`src/design/aedm_pkg.sv`:
```
// shared types and constants of the audio echo delay mixer
// no dependencies
package aedm_pkg;

  // field widths
  localparam int unsigned SAMPLE_W  = 16;
  localparam int unsigned DELAY_W   = 14;
  localparam int unsigned DIV_W     = 15;
  localparam int unsigned SEEN_W    = 14;
  localparam int unsigned CFG_W     = 15;
  localparam int unsigned CFG_IDX_W = 1;
  localparam int unsigned STEP_W    = $clog2(SAMPLE_W);

  // ring depth default
  localparam int unsigned MAX_DELAY_DEF = 8192;

  // register reset values
  localparam logic [DELAY_W-1:0] DELAY_RESET   = 14'd8000;
  localparam logic [DIV_W-1:0]   DIVISOR_RESET = 15'd4;
  localparam logic [SEEN_W-1:0]  SEEN_MAX      = 14'h3fff;

  // register indexes
  localparam logic [CFG_IDX_W-1:0] CFG_DELAY_LENGTH   = 1'b0;
  localparam logic [CFG_IDX_W-1:0] CFG_VOLUME_DIVISOR = 1'b1;

  // input mode codes
  localparam logic MODE_SAMPLE = 1'b0;
  localparam logic MODE_FLUSH  = 1'b1;

  // control state
  typedef enum logic [2:0] {
    ST_CLEAR,
    ST_IDLE,
    ST_LOAD,
    ST_DIV,
    ST_DONE
  } state_e;

  // control from the sequencer to the serial datapath
  typedef struct packed {
    logic load;
    logic shift;
  } serial_ctrl_t;

endpackage

```
`src/design/aedm_serial.sv`:
```
// bit-serial datapath: restoring signed divider and lsb-first mix adder
// depends on aedm_pkg
module aedm_serial (
  input  logic                                   clk_i,
  input  aedm_pkg::serial_ctrl_t                 ctrl_i,
  input  logic signed [aedm_pkg::SAMPLE_W-1:0]   sample_i,
  input  logic        [aedm_pkg::SAMPLE_W-1:0]   echo_i,
  input  logic        [aedm_pkg::DIV_W-1:0]      divisor_i,
  output logic        [aedm_pkg::SAMPLE_W-1:0]   scaled_o,
  output logic        [aedm_pkg::SAMPLE_W-1:0]   sum_o
);
  import aedm_pkg::*;

  logic [SAMPLE_W-1:0] dvd_q, dvd_d;
  logic [DIV_W-1:0]    rem_q, rem_d;
  logic                neg_q;
  logic [SAMPLE_W-1:0] a_q, b_q, sum_q;
  logic                carry_q, carry_d;
  logic [SAMPLE_W-1:0] magnitude;
  logic [SAMPLE_W-1:0] trial;
  logic [SAMPLE_W-1:0] trial_diff;
  logic                fits;
  logic                sum_bit;

  // magnitude of the incoming sample, 0x8000 stays as unsigned 32768
  assign magnitude = sample_i[SAMPLE_W-1] ? (~sample_i + 1'b1) : sample_i;

  // one restoring division step: bring down the next dividend bit
  always_comb begin
    trial      = {rem_q, dvd_q[SAMPLE_W-1]};
    trial_diff = trial - {1'b0, divisor_i};
    fits       = (trial >= {1'b0, divisor_i});
    rem_d      = fits ? trial_diff[DIV_W-1:0] : trial[DIV_W-1:0];
    dvd_d      = {dvd_q[SAMPLE_W-2:0], fits};
  end

  // one full-adder step on the low bits of echo and sample
  always_comb begin
    sum_bit = a_q[0] ^ b_q[0] ^ carry_q;
    carry_d = (a_q[0] & b_q[0]) | (a_q[0] & carry_q) | (b_q[0] & carry_q);
  end

  // shift registers
  always_ff @(posedge clk_i) begin
    if (ctrl_i.load) begin
      dvd_q   <= magnitude;
      rem_q   <= '0;
      neg_q   <= sample_i[SAMPLE_W-1];
      a_q     <= echo_i;
      b_q     <= sample_i;
      carry_q <= 1'b0;
    end else if (ctrl_i.shift) begin
      dvd_q   <= dvd_d;
      rem_q   <= rem_d;
      a_q     <= {1'b0, a_q[SAMPLE_W-1:1]};
      b_q     <= {1'b0, b_q[SAMPLE_W-1:1]};
      carry_q <= carry_d;
      sum_q   <= {sum_bit, sum_q[SAMPLE_W-1:1]};
    end
  end

  // quotient truncates toward zero: negate the magnitude quotient
  assign scaled_o = neg_q ? (~dvd_q + 1'b1) : dvd_q;
  assign sum_o    = sum_q;

endmodule

```
`config.mk`:
```
export PLATFORM = sky130hd
export DESIGN_NAME = aedm_serial
export DESIGN_NICKNAME = d
export VERILOG_FILES = /design/src/design/aedm_pkg.sv /design/src/design/aedm_serial.sv
export SDC_FILE = /design/constraint.sdc
export NUM_CORES = 1
export LEC_CHECK = 0
export ABC_AREA = 1
export BUFFER_PORTS_ARGS = -buffer_cell sky130_fd_sc_hd__buf_2
export CAP_MARGIN = 40
export CELL_PAD_IN_SITES_DETAIL_PLACEMENT = 1
export CELL_PAD_IN_SITES_GLOBAL_PLACEMENT = 2
export CORE_AREA = 2 2 128 130
export DETAILED_ROUTE_END_ITERATION = 6
export DIE_AREA = 0 0 130 132
export PLACE_DENSITY = 0.77
export SYNTH_ARGS = -nofsm -noshare
export SYNTH_HDL_FRONTEND = slang
export SYNTH_SLANG_ARGS = --single-unit
```
`constraint.sdc`:
```
create_clock -name clk_i -period 3 [get_ports clk_i]
set_clock_uncertainty 0.2 [all_clocks]
set_input_delay 0.3 -clock clk_i [delete_from_list [all_inputs] [get_ports clk_i]]
set_output_delay 0.3 -clock clk_i [all_outputs]
set_load 0.02 [all_outputs]
```
# Word-level counts from Yosys, hierarchy flattened
# Index checks and enable logic that the tools add are counted.
dict set report op_classes {
  add_sub_neg 3
  multipliers 0
  div_mod_pow 0
  n_lt_le_gt_ge 1
  eq_ne 0
  shift 0
  mux 9
  bitwise 10
  n_reduce_logical 2
}
# op n
set op_table {}
lappend op_table {{$mux 16} 8}
lappend op_table {{$add 16x1->16 const B} 2}
lappend op_table {{$not 16->16} 2}
lappend op_table {{$ge 16x15->1} 1}
lappend op_table {{$mux 15} 1}
lappend op_table {{$sub 15x15->15} 1}
lappend op_table {{$and 1x1->1} 3}
lappend op_table {{$or 1x1->1} 2}
lappend op_table {{$reduce_and 2->1} 1}
lappend op_table {{$reduce_bool 2->1} 1}
lappend op_table {{$xor 1x1->1} 2}
lappend op_table {{$not 1->1} 1}
dict set report word_totals {
  register_bits 81
  latchBits 0
  ram_bits 0
  mem_bits_ro 0
  inputBits 50
  output_inout_bits 32
  elab_cells 32
  mem_count 0
}

# Depth between registers and ports, before layout
dict set report depth {
  ltp_word 4
  depth_mapped 14
  depth_no_buf 14
}

# Worst setup path after synthesis
# No wires, ideal clock.
dict set report synth_path {
  path_kind {input to register}
  from {input ctrl_i[1] (netlist bit)}
  to {register a_q[0] (enable)}
  setup_time_ps 406
  arrival_time_ps 1591
  required_time_ps 2394
  setup_slack_ps 803
  cell_stages 3
  path_buffers 1
  path_cell_list {clkbuf_1 nor2_1 inv_1}
}
dict set report synth_via {
  elab_chain_len 1
}
# element line_no
set synth_rtl {}
lappend synth_rtl {{from (decl)} aedm_serial.sv:5} ;# input aedm_pkg::serial_ctrl_t ctrl_i,
lappend synth_rtl {{$reduce_bool 2->1 (no source line)} --}
lappend synth_rtl {{to (signal assigned)} aedm_serial.sv:49} ;# a_q <= echo_i;
lappend synth_rtl {{to (signal assigned)} aedm_serial.sv:55} ;# a_q <= {1'b0, a_q[SAMPLE_W-1:1]};
lappend synth_rtl {{to (decl)} aedm_serial.sv:17} ;# logic [SAMPLE_W-1:0] a_q, b_q, sum_q;
# No other way between the ends.
# A chain may end at the register's enable or synchronous reset.

# Final worst setup path
dict set report layout_path {
  from {register dvd_q[3]}
  to {output scaled_o[14] (netlist bit)}
}
dict set report layout_via {
  elab_chain_len 3
}
# element line_no
set layout_rtl {}
lappend layout_rtl {{from (decl)} aedm_serial.sv:14} ;# logic [SAMPLE_W-1:0] dvd_q, dvd_d;
lappend layout_rtl {{from (signal assigned)} aedm_serial.sv:46} ;# dvd_q <= magnitude;
lappend layout_rtl {{from (signal assigned)} aedm_serial.sv:53} ;# dvd_q <= dvd_d;
lappend layout_rtl {{$not 16->16} aedm_serial.sv:63} ;# assign scaled_o = neg_q ? (~dvd_q + 1'b1) : dvd_q;
lappend layout_rtl {{$add 16x1->16} aedm_serial.sv:63}
lappend layout_rtl {{$mux 16} aedm_serial.sv:63}
lappend layout_rtl {{to (decl)} aedm_serial.sv:9} ;# output logic [aedm_pkg::SAMPLE_W-1:0] scaled_o,
# No other way between the ends.

==> key figures <==
Clocking
  – Clk_lat worst skew: around 340 ps
  – CTS tree: done
  – Clk pin slew, worst setup/hold paths: ~60 ps
  – Cts bufs inserted: 9
  – Post-CTS sizing: 0
  – Hold Buf Count CTS: 0
  – Clock root buffer: clkbuf_16
  – H-tree levels: 3
  – Clock Tree Buf Depth: 2
  – Sinks on Clock Net: 81
  – Post-CTS Setup Inserts: 0

Pwr
  – Total power: between 3 and 4 mW
  – Max VDD drop: between 0.0002 and 0.0003 V
  – Pleak: approximately 3.0 nW
  – Pwr per Cell Area: between 500 and 600 mW/mm2

Route
  – Post-DRT Antenna Nets: 0
  – First drt pass iteration count: 4
  – DR vias: ~4,500
  – Drt wl/cell: 14.8 um
  – Initial DRC count: about 240
  – Total Wirelength: roughly 14 mm
  – Vias per cell: between 4 and 5
  – DRC: 0

Global route
  – Grt total ovfl: 0
  – Global-route wire length before repair: ~23 mm
  – GRT Total Usage: 0.169
  – GR peak layer: met2
  – GR Util met3: 0.0333
  – Initial antenna violation count: 0
  – Met1 Use GR: 0.213
  – Largest net degree at the start of global routing: 32
  – Vias in the first global route: roughly 4,700
  – GR Layer Usage met2: 0.284

Placed design
  – IO buf count: slightly above 80
  – Worst slack, placed: approximately 540 ps
  – Hpwl dp: about 11 mm
  – Routability Congestion: 0.823

Critical path
  – Startpoint Class: flop
  – Worst Path Max Fanout: 4
  – Worst EP arrival: roughly 2200 ps
  – CP endpoint kind: output port
  – Required @ worst endpoint: around 2500 ps
  – Reg-to-reg slack, setup: about 570 ps
  – Worst Path Class, Setup: flop to output port

STA
  – Minimum clock period: roughly 2700 ps
  – Slew at the pin with the worst max-slew slack: approximately 500 ps
  – Max Clk Rate: between 300 and 400 MHz
  – Fin. max-slew vios: 0
  – Fin crit share: 0.893
  – RSZ-0062 raised after global routing: no
  – Final setup fails: 0
  – Worst slew margin: 0.666
  – Final Hold Vio Count: 0
  – Worst Setup Slack, final: ~320 ps
  – Setup total negative slack: 0 ps

Synth
  – Unique masters post-synth: 44
  – Share of synthesized registers carrying an async set or reset: 0
  – Syn. warnings: 0
  – Synth Area per Inst: ~7.9 um2
  – Seq cells post-synth: 81
  – Synthesized area: 0.00509 mm2
  – Post-Synthesis Cells: between 600 and 700
  – Post-Syn Nets: between 700 and 800
  – Top_reg_cell synth: edfxtp_1
  – Sequential area share after synthesis: 0.446
  – Post-synth EDFFs: 65

Layout
  – Ant. Diodes: 0
  – Final nets: roughly 800
  – Share of layout cells above drive strength 1: 0.190
  – # fillers: ~1,900
  – Footprint of the multi-input gates: around 0.0023 mm2
  – Layout Utilization: 0.382
  – Seq. cell area: between 0.002 and 0.0025 mm2
  – Area delta synth->final: 18.0%

Floorplanning
  – DIE AREA: roughly 0.017 mm2
  – # IOs: 82
  – Die Width: 130 um
  – Chip height: around 130 um
  – Initial core utilization: 0.324
  – Rows: 46
  – Core area: 0.0157 mm2

Outcome
  – Status: complete, no violations

Flow run
  – Max-cap viol count: 0

Hold path
  – Worst Hold Class: primary input to flop
==> layer usage <==
metal | up-vias | share of wire
met2 | 87 | 0.48
met3 | 25 | 0.033
met4 | 0 | 0.027
li1 | 2234 | -
met5 | - | 0
met1 | 2108 | 0.46
==> cells in the mapped netlist (3+ instances only) <==
cell type  count  area [um2]
nand2_1      228         856
inv_1         95         357
edfxtp_1      65        1950
nand3_1       54         270
nor2_1        36         135
ha_1          17         213
dfxtp_1       16         320
xor2_1        14         123
o21ai_0       13        65.1
nand2_2       12        75.1
nand3_2        9        90.1
clkbuf_1       8        30.0
nand4_1        8        50.1
a21oi_1        7        35.0
o211ai_1       7        52.6
nand3b_1       5        37.5
o21ai_1        4        20.0
xnor2_1        4        35.0
buf_2          3        15.0
o21a_1         3        22.5
o221ai_1       3        26.3
==> cell type report <==
type | instances | area share
clock buffer | 11 | 0.0387
clock inverter | 5 | 0.00958
inverter | 98 | 0.0612
multi-input combinational | 447 | 0.390
sequential | 81 | 0.378
tap | 216 | 0.0450
timing repair buffer | 89 | 0.0775
==> final timing paths <==
| check | depth (start not counted) | from | end |
|---|---|---|---|
| worst max-delay path | 8 | dvd_q[3] | scaled_o[14] |
| worst min-delay path | 3 | echo_i[15] | a_q[15] |
| worst max register to register | 13 | dvd_q[15] | rem_q[0] |
| worst min register to register | 0 | sum_o[2] | sum_o[1] |
==> where the power goes <==
part	internal (mW)	leakage [nW]	switching [mW]
sequential	1.34	0.792	0.0728
clock	0.646	0.143	0.457
combinational	0.309	2.06	0.576
total	2.30	3.00	1.11
==> cells in the final DEF (no fill, tap or decap), types with 3 or more instances in the layout <==
cell and count:
a21oi_1 7, buf_2 81, buf_4 8, clkbuf_16 9, dfxtp_1 16, edfxtp_1 65, ha_1 17, inv_1 94
nand2_1 228, nand2_2 12, nand3_1 54, nand3_2 9, nand3b_1 5, nand4_1 8, nor2_1 36, o211ai_1 7
o21a_1 3, o21ai_0 13, o21ai_1 4, o221ai_1 3, xnor2_1 4, xor2_1 14
==> critical path, stage by stage, from the launching register on <==
cell      delay (ps)
edfxtp_1         450
nor2_1           250
nand2_1          120
nor3_2           240
nand4_1          240
nand2_1          160
nand2_1           80
xor2_1           120
buf_2            180
==> registers in the layout, indices dropped and copies added (netlist names) <==
signal	count
neg_q	1
a_q	16
rem_q	15
b_q	16
sum_o	16
carry_q	1
dvd_q	16
==> metrics by stage <==
step | hold WS (ps) | instance area (um2) | std cells
floorplan | 199 | 5090 | 644
global placement | 231 | 5720 | 931
detailed placement | 237 | 5720 | 931
CTS | 11.8 | 6010 | 947
global route | 17.4 | 6010 | 947
finish | 24.2 | 6010 | 947
==> kinds of logic (layout without fill, tap and decap cells) <==
group	Yosys count	count (layout)	synth area share
fa+ha+maj	19	19	0.0496
flops	81	81	0.446
buf+inv	116	203	0.0938
simple gates	366	366	0.324
compound gates	44	44	0.0558
xor+xnor	18	18	0.0310
Power figures use the tool's default switching activity.
